`config.mk`:
```
export PLATFORM = sky130hd
export DESIGN_NAME = cea_data_block_parser_unit
export DESIGN_NICKNAME = d
export VERILOG_FILES = /design/src/hdl/cdbp_pkg.sv /design/src/hdl/cea_data_block_parser_unit.sv
export SDC_FILE = /design/constraint.sdc
export NUM_CORES = 1
export LEC_CHECK = 0
export BUFFER_PORTS_ARGS = -buffer_cell sky130_fd_sc_hd__buf_2
export CAP_MARGIN = 20
export CORE_ASPECT_RATIO = 0.75
export CORE_MARGIN = 8
export CORE_UTILIZATION = 62
export DETAILED_ROUTE_END_ITERATION = 12
export PLACE_DENSITY = 0.89
export SETUP_SLACK_MARGIN = 0.15
export SLEW_MARGIN = 30
export SYNTH_ARGS = -nofsm -noshare
export SYNTH_HDL_FRONTEND = slang
export SYNTH_SLANG_ARGS = --single-unit
export TNS_END_PERCENT = 30
```
`constraint.sdc`:
```
create_clock -name i_clk -period 6.11 [get_ports i_clk]
set_clock_uncertainty 0.05 [all_clocks]
set_input_delay 1.222 -clock i_clk [delete_from_list [all_inputs] [get_ports i_clk]]
set_output_delay 1.222 -clock i_clk [all_outputs]
set_load 0.05 [all_outputs]
```
`src/hdl/cdbp_pkg.sv`:
```
package cdbp_pkg;

    localparam int unsigned BLOCK_BYTES = 128;
    localparam int unsigned POS_W       = $clog2(BLOCK_BYTES);

    localparam logic [POS_W-1:0] LAST_POS  = POS_W'(BLOCK_BYTES - 1);
    localparam logic [POS_W-1:0] FIRST_HDR = POS_W'(4);
    localparam logic [POS_W-1:0] END_POS   = POS_W'(2);

    localparam logic [4:0] MAX_AUDIO_BLOCK_BYTES = 5'd30;
    localparam logic [2:0] MAX_AUDIO_BLOCKS      = 3'd5;
    localparam logic [4:0] SPEAKER_BYTES         = 5'd3;

    localparam logic [7:0]  CEA_TAG = 8'h02;
    localparam logic [23:0] HF_OUI  = 24'hC45DD8;

    localparam logic [2:0] TAG_AUDIO   = 3'd1;
    localparam logic [2:0] TAG_VENDOR  = 3'd3;
    localparam logic [2:0] TAG_SPEAKER = 3'd4;

    localparam logic KIND_AUDIO   = 1'b0;
    localparam logic KIND_SUMMARY = 1'b1;

    typedef struct packed {
        logic        kind;
        logic [7:0]  audio_byte;
        logic [7:0]  audio_total;
        logic [23:0] speaker_payload;
        logic        speaker_valid;
        logic [2:0]  deep_color;
        logic        cea_found;
        logic        last;
    } t_result;

endpackage

```
`src/hdl/cea_data_block_parser_unit.sv`:
```
// Parses one 128-byte EDID extension block, one byte per input transaction, byte 0 first
// (i_first restarts the parse at any byte). For a CEA extension it streams out the short
// audio descriptor bytes as they arrive and, after byte 127 of any block, a summary with the
// audio byte count, the first speaker allocation block and the HF-VSDB Y420 deep color bits.
// One byte is taken every clock cycle while o_in_ready is high: the byte updates the walk
// state and forms its results in the accepting cycle, and those results enter a four-entry
// result queue, read out in order. o_in_ready drops only while fewer than two queue entries
// are free; a byte makes at most two results and a summary comes once per 128 bytes.
module cea_data_block_parser_unit (
    input  logic        i_clk,
    input  logic        i_rst_n,
    input  logic        i_in_valid,
    output logic        o_in_ready,
    input  logic [7:0]  i_data_byte,
    input  logic        i_first,
    output logic        o_out_valid,
    input  logic        i_out_ready,
    output logic        o_kind,
    output logic [7:0]  o_audio_byte,
    output logic [7:0]  o_audio_total,
    output logic [23:0] o_speaker_payload,
    output logic        o_speaker_valid,
    output logic [2:0]  o_deep_color,
    output logic        o_cea_found,
    output logic        o_last
);
    import cdbp_pkg::*;

    localparam int unsigned QDEPTH = 4;
    localparam int unsigned QPTR_W = $clog2(QDEPTH);
    localparam int unsigned QCNT_W = $clog2(QDEPTH + 1);

    // parse state
    logic [POS_W-1:0] r_byte_position, n_byte_position;
    logic             r_is_cea, n_is_cea;
    logic [6:0]       r_audio_end, n_audio_end;
    logic [6:0]       r_color_end, n_color_end;
    logic [7:0]       r_next_header, n_next_header;
    logic [4:0]       r_payload_left, n_payload_left;
    logic [2:0]       r_block_tag, n_block_tag;
    logic [4:0]       r_payload_index, n_payload_index;
    logic             r_audio_walk_on, n_audio_walk_on;
    logic             r_color_walk_on, n_color_walk_on;
    logic             r_copying_audio, n_copying_audio;
    logic [2:0]       r_audio_blocks, n_audio_blocks;
    logic [7:0]       r_audio_count, n_audio_count;
    logic             r_speaker_seen, n_speaker_seen;
    logic             r_speaker_ok, n_speaker_ok;
    logic [23:0]      r_speaker_bytes, n_speaker_bytes;
    logic [23:0]      r_oui_match, n_oui_match;
    logic [2:0]       r_color_flags, n_color_flags;
    logic             r_audio_stopped, n_audio_stopped;
    logic             r_speaker_cap, n_speaker_cap;
    logic             r_hf_cap, n_hf_cap;

    // result queue
    t_result            r_queue [QDEPTH];
    logic [QPTR_W-1:0]  r_wr_ptr, r_rd_ptr;
    logic [QCNT_W-1:0]  r_count;
    t_result            w_res0, w_res1;
    logic [1:0]         w_push_n;
    logic               w_in_fire, w_out_fire;

    assign o_in_ready  = (r_count <= QCNT_W'(QDEPTH - 2));
    assign o_out_valid = (r_count != '0);
    assign w_in_fire   = i_in_valid && o_in_ready;
    assign w_out_fire  = o_out_valid && i_out_ready;

    always_comb begin
        logic [POS_W-1:0] w_pos;
        logic [4:0]       w_idx;
        logic [4:0]       w_len;
        logic [2:0]       w_tag;
        logic [7:0]       w_pos8;
        logic [7:0]       w_reach;
        logic             w_audio_res;

        n_is_cea        = r_is_cea;
        n_audio_end     = r_audio_end;
        n_color_end     = r_color_end;
        n_next_header   = r_next_header;
        n_payload_left  = r_payload_left;
        n_block_tag     = r_block_tag;
        n_payload_index = r_payload_index;
        n_audio_walk_on = r_audio_walk_on;
        n_color_walk_on = r_color_walk_on;
        n_copying_audio = r_copying_audio;
        n_audio_blocks  = r_audio_blocks;
        n_audio_count   = r_audio_count;
        n_speaker_seen  = r_speaker_seen;
        n_speaker_ok    = r_speaker_ok;
        n_speaker_bytes = r_speaker_bytes;
        n_oui_match     = r_oui_match;
        n_color_flags   = r_color_flags;
        n_audio_stopped = r_audio_stopped;
        n_speaker_cap   = r_speaker_cap;
        n_hf_cap        = r_hf_cap;
        w_audio_res     = 1'b0;

        w_pos   = i_first ? '0 : r_byte_position;
        w_idx   = r_payload_index + 5'd1;
        w_len   = i_data_byte[4:0];
        w_tag   = i_data_byte[7:5];
        w_pos8  = {1'b0, w_pos};
        w_reach = w_pos8 + {3'b0, w_len};

        if (w_pos == '0) begin
            n_is_cea        = (i_data_byte == CEA_TAG);
            n_audio_end     = '0;
            n_color_end     = '0;
            n_next_header   = 8'(FIRST_HDR);
            n_payload_left  = '0;
            n_block_tag     = '0;
            n_payload_index = '0;
            n_audio_walk_on = n_is_cea;
            n_color_walk_on = n_is_cea;
            n_copying_audio = 1'b0;
            n_audio_blocks  = '0;
            n_audio_count   = '0;
            n_speaker_seen  = 1'b0;
            n_speaker_ok    = 1'b0;
            n_speaker_bytes = '0;
            n_oui_match     = '0;
            n_color_flags   = '0;
            n_audio_stopped = 1'b0;
            n_speaker_cap   = 1'b0;
            n_hf_cap        = 1'b0;
        end else if (w_pos == END_POS) begin
            if (i_data_byte == 8'd0 || i_data_byte == 8'd4) begin
                n_audio_end = '0;
            end else if (i_data_byte[7]) begin
                n_audio_end = 7'd127;
            end else begin
                n_audio_end = i_data_byte[6:0];
            end
            // zero means the collection runs to the checksum
            if (i_data_byte == 8'd0) begin
                n_color_end = 7'd127;
            end else if (i_data_byte < 8'd4 || i_data_byte[7]) begin
                n_color_end     = '0;
                n_color_walk_on = 1'b0;
            end else begin
                n_color_end = i_data_byte[6:0];
            end
        end else if (w_pos >= FIRST_HDR && r_is_cea) begin
            if (r_payload_left != '0) begin
                n_payload_index = w_idx;
                if (r_copying_audio) begin
                    n_audio_count = r_audio_count + 8'd1;
                    w_audio_res   = 1'b1;
                end
                if (r_speaker_cap) begin
                    case (w_idx)
                        5'd1:    n_speaker_bytes[7:0]   = r_speaker_bytes[7:0] | i_data_byte;
                        5'd2:    n_speaker_bytes[15:8]  = r_speaker_bytes[15:8] | i_data_byte;
                        5'd3:    n_speaker_bytes[23:16] = r_speaker_bytes[23:16] | i_data_byte;
                        default: ;
                    endcase
                end
                if (r_hf_cap) begin
                    case (w_idx)
                        5'd1:    n_oui_match[7:0]   = r_oui_match[7:0] | i_data_byte;
                        5'd2:    n_oui_match[15:8]  = r_oui_match[15:8] | i_data_byte;
                        5'd3:    n_oui_match[23:16] = r_oui_match[23:16] | i_data_byte;
                        5'd7: begin
                            if (r_oui_match == HF_OUI) begin
                                n_color_flags = r_color_flags | i_data_byte[2:0];
                            end
                        end
                        default: ;
                    endcase
                end
                n_payload_left = r_payload_left - 5'd1;
                if (n_payload_left == '0) begin
                    n_copying_audio = 1'b0;
                    n_speaker_cap   = 1'b0;
                    n_hf_cap        = 1'b0;
                end
            end else if (w_pos8 == r_next_header) begin
                // data block header
                n_block_tag     = w_tag;
                n_payload_left  = w_len;
                n_payload_index = '0;
                n_next_header   = w_reach + 8'd1;
                n_copying_audio = 1'b0;
                n_speaker_cap   = 1'b0;
                n_hf_cap        = 1'b0;
                if (r_audio_walk_on) begin
                    if (w_pos >= r_audio_end) begin
                        n_audio_walk_on = 1'b0;
                    end else if (w_reach <= {1'b0, r_audio_end}) begin
                        if (w_tag == TAG_AUDIO && !r_audio_stopped) begin
                            if (w_len > MAX_AUDIO_BLOCK_BYTES ||
                                r_audio_blocks >= MAX_AUDIO_BLOCKS) begin
                                n_audio_stopped = 1'b1;
                            end else begin
                                n_audio_blocks  = r_audio_blocks + 3'd1;
                                n_copying_audio = (w_len != '0);
                            end
                        end
                        if (w_tag == TAG_SPEAKER && !r_speaker_seen) begin
                            n_speaker_seen = 1'b1;
                            n_speaker_ok   = (w_len == SPEAKER_BYTES);
                            n_speaker_cap  = (w_len == SPEAKER_BYTES);
                        end
                    end
                end
                if (r_color_walk_on) begin
                    if (w_pos < r_color_end && w_reach < {1'b0, r_color_end}) begin
                        if (w_tag == TAG_VENDOR && w_len >= 5'd7) begin
                            n_hf_cap    = 1'b1;
                            n_oui_match = '0;
                        end
                    end else begin
                        n_color_walk_on = 1'b0;
                    end
                end
            end
        end

        n_byte_position = w_pos + POS_W'(1);

        w_res0 = '{kind: KIND_AUDIO, audio_byte: i_data_byte, audio_total: n_audio_count,
                   speaker_payload: '0, speaker_valid: 1'b0, deep_color: '0,
                   cea_found: n_is_cea, last: 1'b0};
        w_res1 = '{kind: KIND_SUMMARY, audio_byte: '0, audio_total: n_audio_count,
                   speaker_payload: n_speaker_bytes, speaker_valid: n_speaker_ok,
                   deep_color: n_color_flags, cea_found: n_is_cea, last: 1'b1};
        w_push_n = '0;
        if (w_pos == LAST_POS) begin
            if (w_audio_res) begin
                w_push_n = 2'd2;
            end else begin
                w_res0   = w_res1;
                w_push_n = 2'd1;
            end
        end else if (w_audio_res) begin
            w_push_n = 2'd1;
        end
    end

    always_ff @(posedge i_clk) begin
        if (!i_rst_n) begin
            r_byte_position <= '0;
            r_is_cea        <= 1'b0;
            r_audio_end     <= '0;
            r_color_end     <= '0;
            r_next_header   <= 8'(FIRST_HDR);
            r_payload_left  <= '0;
            r_block_tag     <= '0;
            r_payload_index <= '0;
            r_audio_walk_on <= 1'b1;
            r_color_walk_on <= 1'b1;
            r_copying_audio <= 1'b0;
            r_audio_blocks  <= '0;
            r_audio_count   <= '0;
            r_speaker_seen  <= 1'b0;
            r_speaker_ok    <= 1'b0;
            r_speaker_bytes <= '0;
            r_oui_match     <= '0;
            r_color_flags   <= '0;
            r_audio_stopped <= 1'b0;
            r_speaker_cap   <= 1'b0;
            r_hf_cap        <= 1'b0;
        end else if (w_in_fire) begin
            r_byte_position <= n_byte_position;
            r_is_cea        <= n_is_cea;
            r_audio_end     <= n_audio_end;
            r_color_end     <= n_color_end;
            r_next_header   <= n_next_header;
            r_payload_left  <= n_payload_left;
            r_block_tag     <= n_block_tag;
            r_payload_index <= n_payload_index;
            r_audio_walk_on <= n_audio_walk_on;
            r_color_walk_on <= n_color_walk_on;
            r_copying_audio <= n_copying_audio;
            r_audio_blocks  <= n_audio_blocks;
            r_audio_count   <= n_audio_count;
            r_speaker_seen  <= n_speaker_seen;
            r_speaker_ok    <= n_speaker_ok;
            r_speaker_bytes <= n_speaker_bytes;
            r_oui_match     <= n_oui_match;
            r_color_flags   <= n_color_flags;
            r_audio_stopped <= n_audio_stopped;
            r_speaker_cap   <= n_speaker_cap;
            r_hf_cap        <= n_hf_cap;
        end
    end

    // result queue, up to two writes and one read per cycle
    always_ff @(posedge i_clk) begin
        if (w_in_fire && w_push_n != 2'd0) begin
            r_queue[r_wr_ptr] <= w_res0;
        end
        if (w_in_fire && w_push_n == 2'd2) begin
            r_queue[r_wr_ptr + QPTR_W'(1)] <= w_res1;
        end
    end

    always_ff @(posedge i_clk) begin
        if (!i_rst_n) begin
            r_wr_ptr <= '0;
            r_rd_ptr <= '0;
            r_count  <= '0;
        end else begin
            if (w_in_fire) begin
                r_wr_ptr <= r_wr_ptr + QPTR_W'(w_push_n);
            end
            if (w_out_fire) begin
                r_rd_ptr <= r_rd_ptr + QPTR_W'(1);
            end
            r_count <= r_count + (w_in_fire ? QCNT_W'(w_push_n) : '0)
                       - QCNT_W'(w_out_fire);
        end
    end

    assign o_kind            = r_queue[r_rd_ptr].kind;
    assign o_audio_byte      = r_queue[r_rd_ptr].audio_byte;
    assign o_audio_total     = r_queue[r_rd_ptr].audio_total;
    assign o_speaker_payload = r_queue[r_rd_ptr].speaker_payload;
    assign o_speaker_valid   = r_queue[r_rd_ptr].speaker_valid;
    assign o_deep_color      = r_queue[r_rd_ptr].deep_color;
    assign o_cea_found       = r_queue[r_rd_ptr].cea_found;
    assign o_last            = r_queue[r_rd_ptr].last;

    a_queue_bound: assert property (@(posedge i_clk) disable iff (!i_rst_n)
        r_count <= QCNT_W'(QDEPTH))
        else $error("result queue overflow");

    a_ready_room: assert property (@(posedge i_clk) disable iff (!i_rst_n)
        o_in_ready |-> (r_count <= QCNT_W'(QDEPTH - 2)))
        else $error("ready without room for two results");

    a_kind_last: assert property (@(posedge i_clk) disable iff (!i_rst_n)
        o_out_valid |-> (o_last == o_kind))
        else $error("summary flag and kind disagree");

    a_audio_cea: assert property (@(posedge i_clk) disable iff (!i_rst_n)
        (o_out_valid && o_kind == KIND_AUDIO) |-> (o_cea_found && o_deep_color == '0))
        else $error("audio result outside a CEA block");

    a_audio_limit: assert property (@(posedge i_clk) disable iff (!i_rst_n)
        r_audio_count <= 8'(MAX_AUDIO_BLOCKS) * 8'(MAX_AUDIO_BLOCK_BYTES))
        else $error("audio byte count beyond block limits");

    a_reset_empty: assert property (@(posedge i_clk)
        !i_rst_n |=> (r_count == '0 && !o_out_valid))
        else $error("result queue not empty after reset");

endmodule

```
==> metrics <==
Yosys reg bits 303; cell count after placement 1701; DRT Wirelength 38800 µm; initial antenna violation count 0; first-pass GRT wire length 61330 µm; DRT antenna net count 0; # IOs 62; Synth Area per Inst 10.62 µm²; XOR/XNOR Fraction of Synth Area 0.01766; CTS tree done; Max IR drop VDD around 0.20 mV; TritonCTS Buffers 30; post-route setup TNS 0 ns; Net count, final ~1500; crit start category input port; WP data arrival around 5.1 ns; CTS clk-pin slew, worst paths 0.06 ns; dpl hpwl 24250 µm; Mapped Cells around 1400; global route overflow 0; clock latency on the worst-skew pair 0.56 ns; area of the mapped netlist 0.01487 mm²; vias in the first global route ~11000; Synth warnings 0; Final Setup Violations 0; diode count 0; Die X 194.9 µm; number of DRC markers in iteration 0 roughly 1500; CTS H-Tree Depth 1; adder-cell area share of the yosys netlist 0.03987; critical setup path kind in -> reg; Final Max Tran Viols 0; static leakage about 0.0053 µW; Rows 49; final hold violation count 0; mean routed wirelength per cell about 22 µm; Worst Path Required between 6 and 7 ns; RSZ-0062 raised after global routing no; post-synthesis compound-gate area fraction 0.1636; mux contribution to synthesized area 0.07503; CP max-delay cell buf_2; die height between 150 and 200 µm; synthesis-to-finish area growth 10.75%; vias per inst 6.593; routability cong. 0.9213; worst-path cell chain buf_2, xnor2_1, ha_1, nand2b_1, a2bb2oi_1, o31ai_1, xor2_1, ha_1, o21ai_0, nor2_1, a2111oi_0, o21a_1, nand3_1, o21ai_0, a211oi_1; Main synth FF type dfxtp_1; EDFF count, synth 148; hold buffers post-CTS 0; CP Max Fanout 28; Slew @ Worst Pin ~0.94 ns; die area 0.02925 mm²; Simple-Gate Fraction of Synth Area 0.1510; clock tree buffer depth 3; largest family of logic cells by synthesized area compound AO/OA/AOI/OAI gates; register area share after synthesis 0.5074; max cap viols 0; Final min period 4.827 ns; Max transition margin 0.3732; post-CTS setup buffer count 0; Crit path buffers/inverters 1; Initial Util 0.6253; status complete, no violations; via count between 10000 and 15000; Final Non-Filler Cells 1758; IO buf count slightly above 60; GR Util All Layers 0.2585; 1st-pass router iterations 6; highest clock rate roughly 0.21 GHz; largest net degree at the start of global routing 75; post_cts resized 0; CTS root buffer clkbuf_16; HP Class reg -> reg; crit path capture type flip-flop; clk sinks 303; kind of cell adding the most delay to the critical path compound AO/OA/AOI/OAI gates; PD cells about 300 mW/mm²; core box area 0.02379 mm²; Tcrit/Tclk final 0.7901; Async S/R FF share, synth 0; Slowest Stage Delay on Critical Path 0.52 ns; Yosys cell types 83; Mapped Nets about 1500; DRC viols 0; layout cells sized above 1 0.1674
## cell families after synthesis
kind of cell | count (synthesis)
buffers and inverters | 159
AO/OA/AOI/OAI | 323
AND/OR/NAND/NOR | 485
adder cells (fa/ha/maj) | 47
XOR/XNOR | 30
multiplexers | 54
flip-flops | 303
## metrics by stage
step	worst slack [ns]	utilization	power (µW)	area (µm²)	hold WS [ns]
final	1.283	0.6925	4955	16470	0.4014
after global routing	0.9037	0.6925	5102	16470	0.4239
after CTS	1.406	0.6905	4933	16420	0.4039
after detailed placement	0.8377	0.6458	2998	15360	0.3949
after global placement	0.9412	0.6455	2974	15360	0.3785
after floorplan	1.096	-	2839	14870	0.3692
## worst min-delay path: stages, from the launching register on
cell,delay [ns]
dfxtp_1,0.31
nand2_1,0.05
a21oi_1,0.05
## final timing paths
check / from / to / slack (ns) / depth (start not counted)
max reg2reg: r_byte_position[0] / r_queue[0][5] / 1.53 / 15
min: r_audio_end[4] / r_audio_end[4] / 0.40 / 2
max: i_data_byte[1] / r_queue[0][5] / 1.28 / 15
min reg2reg: r_audio_end[4] / r_audio_end[4] / 0.40 / 2
## layer usage
metal / part of all wire / routed length [µm] / track usage
met1: 0.40 / 15390 / 0.3406
met2: 0.47 / 18120 / 0.4226
met3: 0.11 / 4218 / 0.05763
met4: 0.028 / 1071 / 0.08809
met5: 0 / 0 / 0
## power breakdown
group          internal, µW  switching [µW]
Sequential             2170            66.8
Combinational           284             469
Clock                  1130             841
Total                  3580            1380
## final cells by class
class	count	area, µm²
Clock inverter	25	309.0
Inverter	66	247.7
Clock buffer	31	754.5
Multi-Input combinational cell	939	6686
Timing Repair Buffer	88	540.5
Fill cell	1544	7315
Tap cell	306	382.9
Sequential cell	303	7552
## Yosys cell counts, types with 6 or more instances
| cell type | count | area (µm²) |
|---|---|---|
| nor2_1 | 219 | 822.0 |
| xor2_1 | 12 | 105.1 |
| and2_1 | 8 | 50.05 |
| nand3_1 | 29 | 145.1 |
| and3_1 | 11 | 68.82 |
| o21ai_0 | 33 | 165.2 |
| o21a_1 | 29 | 217.7 |
| buf_1 | 6 | 22.52 |
| buf_2 | 21 | 105.1 |
| a31oi_1 | 9 | 56.30 |
| a211oi_2 | 21 | 262.8 |
| mux4_2 | 46 | 1036 |
| or3_1 | 7 | 43.79 |
| nand2_1 | 104 | 390.4 |
| clkbuf_1 | 58 | 217.7 |
| mux2i_1 | 8 | 80.08 |
| o211ai_1 | 34 | 255.2 |
| o31ai_1 | 6 | 45.04 |
| dfxtp_1 | 155 | 3103 |
| buf_6 | 6 | 67.56 |
| ha_1 | 44 | 550.5 |
| nand4_1 | 13 | 81.33 |
| nand2b_1 | 22 | 137.6 |
| edfxtp_1 | 148 | 4444 |
| o22ai_1 | 8 | 50.05 |
| a21oi_1 | 55 | 275.3 |
| a211oi_1 | 12 | 90.09 |
| a21o_1 | 32 | 240.2 |
| a211o_1 | 6 | 52.55 |
| inv_1 | 65 | 244.0 |
| nor2b_1 | 9 | 56.30 |
| nor3_1 | 24 | 120.1 |
| or2_2 | 7 | 43.79 |
| xnor2_1 | 18 | 157.7 |
| a22o_1 | 33 | 289.0 |
## layout by cell type (no fill, tap or decap), types with 30 or more instances in the layout
cell type | synthesis | layout
ha_1 | 44 | 44
buf_2 | 21 | 61
o21ai_0 | 33 | 33
mux4_2 | 46 | 46
edfxtp_1 | 148 | 148
inv_1 | 65 | 64
dfxtp_1 | 155 | 153
a21oi_1 | 55 | 54
o211ai_1 | 34 | 34
nand2_1 | 104 | 104
clkbuf_16 | 0 | 30
a22o_1 | 33 | 33
a21o_1 | 32 | 32
nor2_1 | 219 | 219
## registers in the layout, indices dropped and copies added (netlist names), 2 cells and up, named ones only
signal	flops
r_queue	184
r_oui_match	24
r_speaker_bytes	24
r_audio_count	8
r_next_header	8
r_audio_end	7
r_byte_position	7
r_color_end	7
r_payload_index	5
r_payload_left	5
r_audio_blocks	3
r_color_flags	3
r_count	3
r_rd_ptr	2
r_wr_ptr	2
Power figures use the tool's default switching activity.
